File: config.mk
export PLATFORM = sky130hd
export DESIGN_NAME = intel_hex_record_parser_core
export DESIGN_NICKNAME = d
export VERILOG_FILES = /design/src/sv/ihex_pkg.sv /design/src/sv/intel_hex_record_parser_core.sv /design/src/sv/ihex_front.sv /design/src/sv/ihex_fifo.sv /design/src/sv/ihex_back.sv
export SDC_FILE = /design/constraint.sdc
export NUM_CORES = 1
export LEC_CHECK = 0
export ABC_AREA = 1
export CAP_MARGIN = 10
export CORE_ASPECT_RATIO = 1.75
export CORE_UTILIZATION = 37
export DETAILED_ROUTE_END_ITERATION = 8
export DONT_BUFFER_PORTS = 1
export SLEW_MARGIN = 40
export SYNTH_ARGS = -nofsm -noshare
export SYNTH_HDL_FRONTEND = slang
export SYNTH_SLANG_ARGS = --single-unit
File: constraint.sdc
create_clock -name clk -period 7.7 [get_ports clk]
set_clock_uncertainty 0.1 [all_clocks]
set_input_delay 0.77 -clock clk [delete_from_list [all_inputs] [get_ports clk]]
set_output_delay 0.77 -clock clk [all_outputs]
set_load 0.1 [all_outputs]
File: src/sv/ihex_pkg.sv
// shared types and constants for the intel hex record parser
// no dependencies; imported by every module of the block
package ihex_pkg;

	// result kinds on the output channel
	localparam logic [1:0] KIND_PROG = 2'd0;
	localparam logic [1:0] KIND_CFG  = 2'd1;
	localparam logic [1:0] KIND_ERR  = 2'd2;

	// configuration register indexes
	localparam int unsigned CFG_IDX_W = 2;
	localparam logic [CFG_IDX_W-1:0] CFG_FLASH_LIMIT = 2'd0;
	localparam logic [CFG_IDX_W-1:0] CFG_WIN_BASE    = 2'd1;
	localparam logic [CFG_IDX_W-1:0] CFG_WIN_SIZE    = 2'd2;

	// characters and record types
	localparam logic [7:0] CHAR_COLON   = 8'h3A;
	localparam logic [7:0] CHAR_NEWLINE = 8'h0A;
	localparam logic [7:0] TYPE_DATA    = 8'h00;
	localparam logic [7:0] TYPE_EXT_LIN = 8'h04;

	// character positions within a line (1 is the first length digit)
	localparam logic [9:0] POS_LEN_END    = 10'd2;
	localparam logic [9:0] POS_ADDR_END   = 10'd6;
	localparam logic [9:0] POS_TYPE_END   = 10'd8;
	localparam logic [9:0] POS_DATA_START = 10'd9;
	localparam logic [9:0] POS_EXT_END    = 10'd12;
	localparam logic [9:0] POS_MAX        = 10'd1023;

	// one decoded operation handed from the front to the back
	typedef struct packed {
		logic        err;
		logic        prog;
		logic        cfg;
		logic [31:0] prog_addr;
		logic [31:0] cfg_addr;
		logic [7:0]  data;
	} ihex_op_t;

endpackage

File: src/sv/intel_hex_record_parser_core.sv
// Intel HEX record parser, one ASCII character per transfer.
// Input channel: text_char with in_valid / in_stall. Output channel: result_kind,
// write_address, write_data, last_of_run with out_valid / out_stall.
// Configuration: cfg_write with cfg_index (0 flash limit, 1 window base,
// 2 window size) and cfg_data; written at any edge with cfg_write high.
// Throughput: one character per cycle while in_stall is low. A data byte routed to
// both program memory and the configuration window yields two results, a program
// write and then a config write, delivered in turn by the single output register.
// A character's operation is first written into the queue at its transfer and then
// loaded into the output register, where out_valid rises.
// The front decodes each character combinationally and pushes byte writes and the
// error into a QUEUE_DEPTH entry queue; in_stall is high only while it is full.
// When the receiver stalls, the output holds and the queue absorbs up to
// QUEUE_DEPTH operations before in_stall rises.
// After a format error is delivered the block produces nothing more until reset.
// Reset (arst_n low, asynchronous) clears parser state, config registers, the
// queue and the output valid flag; no clearing pass is needed.
module intel_hex_record_parser_core #(
	parameter int unsigned QUEUE_DEPTH = 4
) (
	input  logic                           clk,
	input  logic                           arst_n,
	input  logic                           in_valid,
	output logic                           in_stall,
	input  logic [7:0]                     text_char,
	input  logic                           cfg_write,
	input  logic [ihex_pkg::CFG_IDX_W-1:0] cfg_index,
	input  logic [31:0]                    cfg_data,
	output logic                           out_valid,
	input  logic                           out_stall,
	output logic [1:0]                     result_kind,
	output logic [31:0]                    write_address,
	output logic [7:0]                     write_data,
	output logic                           last_of_run
);
	import ihex_pkg::*;

	logic     accept;
	logic     push;
	logic     pop;
	logic     q_empty;
	logic     q_full;
	ihex_op_t push_op;
	ihex_op_t head_op;

	// input transfer whenever the queue has room
	assign in_stall = q_full;
	assign accept   = in_valid && !in_stall;

	ihex_front u_front (
		.clk       (clk),
		.arst_n    (arst_n),
		.accept    (accept),
		.text_char (text_char),
		.cfg_write (cfg_write),
		.cfg_index (cfg_index),
		.cfg_data  (cfg_data),
		.push      (push),
		.push_op   (push_op)
	);

	ihex_fifo #(
		.DEPTH (QUEUE_DEPTH)
	) u_fifo (
		.clk     (clk),
		.arst_n  (arst_n),
		.push    (push),
		.push_op (push_op),
		.pop     (pop),
		.head_op (head_op),
		.empty   (q_empty),
		.full    (q_full)
	);

	ihex_back u_back (
		.clk           (clk),
		.arst_n        (arst_n),
		.head_op       (head_op),
		.empty         (q_empty),
		.pop           (pop),
		.out_valid     (out_valid),
		.out_stall     (out_stall),
		.result_kind   (result_kind),
		.write_address (write_address),
		.write_data    (write_data),
		.last_of_run   (last_of_run)
	);

`ifndef NO_ASSERTIONS
	// queue never written while full
	assert property (@(posedge clk) disable iff (!arst_n) push |-> !q_full)
		else $error("operation queue overflow");

	// error result is a lone, zeroed result
	assert property (@(posedge clk) disable iff (!arst_n)
		out_valid && result_kind == KIND_ERR |->
			last_of_run && write_address == 32'd0 && write_data == 8'd0)
		else $error("malformed error result");

	// nothing follows a delivered error
	assert property (@(posedge clk) disable iff (!arst_n)
		out_valid && !out_stall && result_kind == KIND_ERR |=> !out_valid)
		else $error("result after format error");

	// a program write without last is followed by its config write
	assert property (@(posedge clk) disable iff (!arst_n)
		out_valid && !out_stall && result_kind == KIND_PROG && !last_of_run |=>
			out_valid && result_kind == KIND_CFG)
		else $error("missing config write after program write");
`endif

endmodule

File: src/sv/ihex_front.sv
// front end: character decode, record state, routing decision, config registers
// depends on ihex_pkg; pushes ihex_op_t items into the operation queue
module ihex_front (
	input  logic                           clk,
	input  logic                           arst_n,
	input  logic                           accept,
	input  logic [7:0]                     text_char,
	input  logic                           cfg_write,
	input  logic [ihex_pkg::CFG_IDX_W-1:0] cfg_index,
	input  logic [31:0]                    cfg_data,
	output logic                           push,
	output ihex_pkg::ihex_op_t             push_op
);
	import ihex_pkg::*;

	// hex digit decode: bit 4 flags a valid digit
	function automatic logic [4:0] hex_decode(input logic [7:0] c);
		logic [4:0] r;
		r = 5'd0;
		if (c >= 8'h30 && c <= 8'h39) r = {1'b1, 4'(c - 8'h30)};
		else if (c >= 8'h41 && c <= 8'h46) r = {1'b1, 4'(c - 8'h37)};
		else if (c >= 8'h61 && c <= 8'h66) r = {1'b1, 4'(c - 8'h57)};
		return r;
	endfunction

	logic [23:0] flash_limit_q;
	logic [31:0] win_base_q;
	logic [7:0]  win_size_q;

	logic [9:0]  pos_q;
	logic [15:0] acc_q;
	logic [7:0]  len_q;
	logic [15:0] raddr_q;
	logic [7:0]  rtype_q;
	logic [15:0] upper_q;
	logic        to_prog_q;
	logic        to_cfg_q;
	logic        err_q;
	logic [31:0] run_q;

	logic [4:0]  hex;
	logic [15:0] acc_next;
	logic [9:0]  data_off;
	logic        in_field;
	logic        bad_start;
	logic        bad_digit;
	logic        is_body;
	logic        data_byte;
	logic [31:0] eff;
	logic [32:0] win_diff;
	logic        hit_prog;
	logic        hit_cfg;

	assign hex      = hex_decode(text_char);
	assign acc_next = {acc_q[11:0], hex[3:0]};
	assign data_off = pos_q - POS_DATA_START;
	assign eff      = {upper_q, raddr_q};
	assign win_diff = {1'b0, eff} - {1'b0, win_base_q};
	assign hit_prog = eff < {8'd0, flash_limit_q};
	assign hit_cfg  = !win_diff[32] && (win_diff[31:0] < {24'd0, win_size_q});

	// which characters belong to a decoded field
	always_comb begin
		priority if (pos_q <= POS_TYPE_END) in_field = 1'b1;
		else if (rtype_q == TYPE_DATA) in_field = data_off < {1'b0, len_q, 1'b0};
		else if (rtype_q == TYPE_EXT_LIN) in_field = pos_q <= POS_EXT_END;
		else in_field = 1'b0;
	end

	assign bad_start = !err_q && pos_q == 10'd0 && text_char != CHAR_COLON;
	assign is_body   = !err_q && pos_q != 10'd0 && text_char != CHAR_NEWLINE;
	assign bad_digit = is_body && in_field && !hex[4];
	assign data_byte = is_body && in_field && hex[4] && pos_q >= POS_DATA_START
		&& rtype_q == TYPE_DATA && !pos_q[0];

	// operation pushed into the queue
	always_comb begin
		push_op.err       = bad_start || bad_digit;
		push_op.prog      = to_prog_q;
		push_op.cfg       = to_cfg_q;
		push_op.prog_addr = run_q;
		push_op.cfg_addr  = run_q - win_base_q;
		push_op.data      = acc_next[7:0];
		if (push_op.err) begin
			push_op.prog = 1'b0;
			push_op.cfg  = 1'b0;
		end
	end
	assign push = accept && (bad_start || bad_digit || (data_byte && (to_prog_q || to_cfg_q)));

	// configuration registers
	always_ff @(posedge clk or negedge arst_n) begin
		if (!arst_n) begin
			flash_limit_q <= '0;
			win_base_q    <= '0;
			win_size_q    <= '0;
		end else if (cfg_write) begin
			unique case (cfg_index)
				CFG_FLASH_LIMIT: flash_limit_q <= cfg_data[23:0];
				CFG_WIN_BASE:    win_base_q    <= cfg_data;
				CFG_WIN_SIZE:    win_size_q    <= cfg_data[7:0];
				default: ;
			endcase
		end
	end

	// record state update per transfer
	always_ff @(posedge clk or negedge arst_n) begin
		if (!arst_n) begin
			pos_q     <= '0;
			acc_q     <= '0;
			len_q     <= '0;
			raddr_q   <= '0;
			rtype_q   <= '0;
			upper_q   <= '0;
			to_prog_q <= 1'b0;
			to_cfg_q  <= 1'b0;
			err_q     <= 1'b0;
			run_q     <= '0;
		end else if (accept && !err_q) begin
			if (pos_q == 10'd0) begin
				if (bad_start) begin
					err_q <= 1'b1;
				end else begin
					acc_q <= '0;
					pos_q <= 10'd1;
				end
			end else if (text_char == CHAR_NEWLINE) begin
				pos_q <= '0;
			end else if (bad_digit) begin
				err_q <= 1'b1;
			end else begin
				if (in_field) begin
					acc_q <= acc_next;
					if (pos_q == POS_LEN_END) begin
						len_q <= acc_next[7:0];
					end else if (pos_q == POS_ADDR_END) begin
						raddr_q <= acc_next;
					end else if (pos_q == POS_TYPE_END) begin
						rtype_q   <= acc_next[7:0];
						to_prog_q <= hit_prog;
						to_cfg_q  <= hit_cfg;
						run_q     <= eff;
					end else if (data_byte) begin
						run_q <= run_q + 32'd1;
					end else if (pos_q == POS_EXT_END && rtype_q == TYPE_EXT_LIN) begin
						upper_q <= acc_next;
					end
				end
				if (pos_q != POS_MAX) pos_q <= pos_q + 10'd1;
			end
		end
	end

endmodule

File: src/sv/ihex_fifo.sv
// short operation queue between the front and the back
// depends on ihex_pkg for the entry type
module ihex_fifo #(
	parameter int unsigned DEPTH = 4
) (
	input  logic               clk,
	input  logic               arst_n,
	input  logic               push,
	input  ihex_pkg::ihex_op_t push_op,
	input  logic               pop,
	output ihex_pkg::ihex_op_t head_op,
	output logic               empty,
	output logic               full
);
	import ihex_pkg::*;

	localparam int unsigned AW = (DEPTH > 1) ? $clog2(DEPTH) : 1;
	localparam int unsigned CW = $clog2(DEPTH + 1);

	ihex_op_t        mem_q [DEPTH];
	logic [AW-1:0]   wr_ptr_q;
	logic [AW-1:0]   rd_ptr_q;
	logic [CW-1:0]   count_q;

	assign head_op = mem_q[rd_ptr_q];
	assign empty   = count_q == '0;
	assign full    = count_q == CW'(DEPTH);

	// entry storage
	always_ff @(posedge clk) begin
		if (push) mem_q[wr_ptr_q] <= push_op;
	end

	// pointers and fill count
	always_ff @(posedge clk or negedge arst_n) begin
		if (!arst_n) begin
			wr_ptr_q <= '0;
			rd_ptr_q <= '0;
			count_q  <= '0;
		end else begin
			if (push) wr_ptr_q <= (wr_ptr_q == AW'(DEPTH - 1)) ? '0 : wr_ptr_q + 1'b1;
			if (pop) rd_ptr_q <= (rd_ptr_q == AW'(DEPTH - 1)) ? '0 : rd_ptr_q + 1'b1;
			if (push && !pop) count_q <= count_q + 1'b1;
			else if (pop && !push) count_q <= count_q - 1'b1;
		end
	end

endmodule

File: src/sv/ihex_back.sv
// back end: expands queued operations into results behind an output register
// depends on ihex_pkg; reads the head of the operation queue
module ihex_back (
	input  logic               clk,
	input  logic               arst_n,
	input  ihex_pkg::ihex_op_t head_op,
	input  logic               empty,
	output logic               pop,
	output logic               out_valid,
	input  logic               out_stall,
	output logic [1:0]         result_kind,
	output logic [31:0]        write_address,
	output logic [7:0]         write_data,
	output logic               last_of_run
);
	import ihex_pkg::*;

	logic        out_valid_q;
	logic [1:0]  kind_q;
	logic [31:0] addr_q;
	logic [7:0]  data_q;
	logic        last_q;
	logic        cfg_pending_q;

	logic        load;
	logic [1:0]  kind_d;
	logic [31:0] addr_d;
	logic [7:0]  data_d;
	logic        last_d;
	logic        done_d;

	assign load = !out_valid_q || !out_stall;

	// pick the next result from the head operation
	always_comb begin
		data_d = head_op.data;
		priority if (head_op.err) begin
			kind_d = KIND_ERR;
			addr_d = '0;
			data_d = '0;
			last_d = 1'b1;
			done_d = 1'b1;
		end else if (!cfg_pending_q && head_op.prog) begin
			kind_d = KIND_PROG;
			addr_d = head_op.prog_addr;
			last_d = !head_op.cfg;
			done_d = !head_op.cfg;
		end else begin
			kind_d = KIND_CFG;
			addr_d = head_op.cfg_addr;
			last_d = 1'b1;
			done_d = 1'b1;
		end
	end

	assign pop = load && !empty && done_d;

	// output register control
	always_ff @(posedge clk or negedge arst_n) begin
		if (!arst_n) begin
			out_valid_q   <= 1'b0;
			cfg_pending_q <= 1'b0;
		end else if (load) begin
			out_valid_q <= !empty;
			if (!empty) cfg_pending_q <= !done_d;
		end
	end

	// output payload
	always_ff @(posedge clk) begin
		if (load && !empty) begin
			kind_q <= kind_d;
			addr_q <= addr_d;
			data_q <= data_d;
			last_q <= last_d;
		end
	end

	assign out_valid     = out_valid_q;
	assign result_kind   = kind_q;
	assign write_address = addr_q;
	assign write_data    = data_q;
	assign last_of_run   = last_q;

endmodule
==> metrics.md <==
| Metric | Value |
|---|---|
| Post-cts sizing count | 0 |
| Cell family with most CP delay | simple AND/OR/NAND/NOR gates |
| Buffers and inverters on the worst path | 4 |
| Status | complete, no violations |
| Unrepaired setup endpoints after global routing | false |
| HP Class | in -> reg |
| Post-DR vias/cell | 5.10 |
| Top cells by area, synth | edfxtp_1, dfrtp_1, nand2_1 |
| Total Routing Usage GR | between 10% and 20% |
| Final setup viols | 0 |
| Drt first pass iters | 6 |
| Worst-Skew Late Latency | roughly 0.60 ns |
| H-Tree Depth | 2 |
| Synth top area share | between 30 and 40% |
| CP max FO | 39 |
| Finished Core Util | 41.6% |
| First-pass GRT wire length | approximately 110000 um |
| # IOs | 92 |
| Leakage | between 10 and 15 nW |
| Most common cell in the netlist | nand2_1 |
| Fill count | about 7.0k |
| Max-cap viol count | 0 |
| Critical Path RT | ~7.8 ns |
| CTS max path bufs | 3 |
| Vias in the first global route | approximately 19k |
| Dpl hpwl | ~50000 um |
| DR vias | approximately 20k |
| Net Count, Synth | between 3k and 4k |
| Cell mode on critical path | nand2_1 |
| CTS tree | built |
| Synth-to-Final Area Change | 11.3% |
| Number of synthesized register bits | ~520 |
| Placer Congestion | 0.950 |
| Async S/R FF share, synth | 34.2% |
| Primary FF master, synth | edfxtp_1 |
| Sequential area share after synthesis | 55.1% |
| Starting density of the core | a little under two fifths |
| Gate Count Post-Synth | between 2k and 3k |
| Largest net degree at the start of global routing | around 180 |
| CP Capture Type | register |
| Fmax | between 200 and 250 MHz |
| Core region area | 71700 um2 |
| NumNets Final | roughly 3k |
| Tmin final | roughly 4.6 ns |
| Startpoint types | register |
| Initial antenna violation count | 1 |
| Layout cells sized above 1 | about 6.5% |
| Final WL | 70300 um |
| Crit-path cells | inv_1 -> ha_1 -> nand2_1 -> nand2_1 -> nand2_1 -> xor2_1 -> ha_1 -> nand2_1 -> inv_1 -> nand2_1 -> nand2_1 -> nand2_1 -> nand2_2 -> nand2_4 -> nand3_4 -> nand2_2 -> inv_2 -> o21ai_0 -> nand2_2 -> nor2_4 -> buf_4 |
| Placed insts | 3748 |
| Syn Area/Cell | about 9.3 um2 |
| Setup TNS | 0 ns |
| Clock root buffer | clkbuf_16 |
| Fin. Hold Viols | 0 |
| Slowest CP cell | buf_4 |
| DR iter-0 viols | between 1k and 1.5k |
| Die Span X | between 200 and 250 um |
| Non-Filler Instances | 3840 |
| Crit path arrival time | 4.69 ns |
| Max stage delay on crit path | 0.60 ns |
| CTS sink count | about 520 |
| Slew HR | 39.7% |
| Power Density | between 300 and 400 nW/um2 |
| WL per Instance | around 18 um |
| Worst VDD drop | between 150 and 200 uV |
| Worst-path clk slew | approximately 0.070 ns |
| TritonCTS buffer count | 47 |
| Grt total ovfl | 0 |
| Setup CP Type | reg -> reg |
| Number of remaining DRC errors | 0 |
| Synth unique cells | 58 |
| Hold slack | about 0.22 ns |
| DRT antenna net count | 0 |
| Core Rows | 130 |
| Port bufs | 0 |
| Worst Tran Pin Value | a little over 0.9 ns |
| Final Max Slew Viols | 0 |
| # diodes | 0 |
| Commonest cells in the netlist | nand2_1, inv_1, edfxtp_1, nor2_1, o21ai_0 |
| Mapped Area | roughly 27000 um2 |
| Post-synth top area cell | edfxtp_1 |
| Die H | about 360 um |
| Fin area | 29800 um2 |
| Full die area | around 74000 um2 |
| Tcrit/Tclk final | 59.2% |
| Number of synthesized flops with an enable pin | 343 |
| Synthesis warning total | 0 |
| Placed Area | 28200 um2 |
-- worst paths after layout --
check | endpoint | startpoint | slack [ns] | cells past startpoint
max in group asynchronous | u_front.win_base_q[24] | arst_n | 5.94 | 3
min | u_back.out_valid | out_stall | 0.22 | 2
min in group asynchronous | u_front.pos_q[5] | arst_n | 0.62 | 2
min reg2reg | u_front.win_base_q[16] | u_front.win_base_q[16] | 0.38 | 2
max reg2reg | u_fifo.mem_q[3][65] | u_front.pos_q[0] | 3.14 | 21
max | u_fifo.mem_q[3][65] | u_front.pos_q[0] | 3.14 | 21
-- power breakdown --
group	leakage [nW]	switching, mW	internal (mW)
clock	0.725	1.08	1.26
combinational	6.39	2.18	0.978
sequential	5.41	0.652	3.47
total	12.5	3.91	5.71
-- cell usage in the layout, fill, tap and decap left out, types with 31 or more instances in the layout --
| cell | n |
|---|---|
| nand2_1 | 606 |
| inv_1 | 355 |
| edfxtp_1 | 343 |
| nor2_1 | 297 |
| o21ai_0 | 281 |
| dfrtp_1 | 176 |
| a21oi_1 | 118 |
| ha_1 | 115 |
| nand3_1 | 77 |
| o22ai_1 | 74 |
| clkbuf_16 | 50 |
| xor2_1 | 45 |
| a22o_1 | 32 |
| nand4_1 | 31 |
-- sequential cells by signal, indices dropped and copies added (netlist names) --
signal                 flops
u_back.cfg_pending_q       1
u_back.last_of_run         1
u_back.out_valid           1
u_back.result_kind         2
u_back.write_address      32
u_back.write_data          8
u_fifo.count_q             3
u_fifo.mem_q             300
u_fifo.rd_ptr_q            2
u_fifo.wr_ptr_q            2
u_front.acc_q             12
u_front.err_q              1
u_front.flash_limit_q     24
u_front.len_q              8
u_front.pos_q             10
u_front.raddr_q           16
u_front.rtype_q            8
u_front.run_q             32
u_front.to_cfg_q           1
u_front.to_prog_q          1
u_front.upper_q           16
u_front.win_base_q        32
u_front.win_size_q         8
-- routing by layer --
metal / wire length, um / vias up / track usage, %
met5: 0 / - / 0
met4: 3650 / 0 / 9.99
met3: 2340 / 169 / 2.04
met2: 37000 / 437 / 35.7
met1: 27300 / 9286 / 21.7
li1: - / 9702 / -
-- timing repair --
action / 4_1_cts / 5_1_grt
endpoints found under the setup margin: 0 / 0
buffers inserted: 0 / 0
endpoints found under the hold margin: 178 / 19
hold buffers: 1 / 1
-- layout make-up --
| type | instances | area [um2] | area share [%] |
|---|---|---|---|
| Clock buffer | 55 | 1230 | 4.12 |
| Clock inverter | 31 | 282 | 0.944 |
| Inverter | 373 | 1410 | 4.71 |
| Multi-Input combinational cell | 1893 | 10300 | 34.4 |
| Sequential cell | 521 | 14800 | 49.5 |
| Tap cell | 924 | 1160 | 3.88 |
| Timing Repair Buffer | 43 | 721 | 2.42 |
-- logic make-up after synthesis --
logic type	share of synthesized area, %
simple gates	17.3
buf+inv	6.77
flops	55.1
xor+xnor	2.22
fa+ha+maj	5.60
mux	0.565
compound gates	12.4
-- per-stage QoR --
stage	setup slack, ns	power, mW
6_report	3.14	9.62
3_5_place_dp	3.09	7.33
2_1_floorplan	1.54	6.28
3_3_place_gp	2.94	7.06
4_1_cts	3.08	9.70
5_1_grt	2.70	10.1
(Power assumes the default switching activity.)
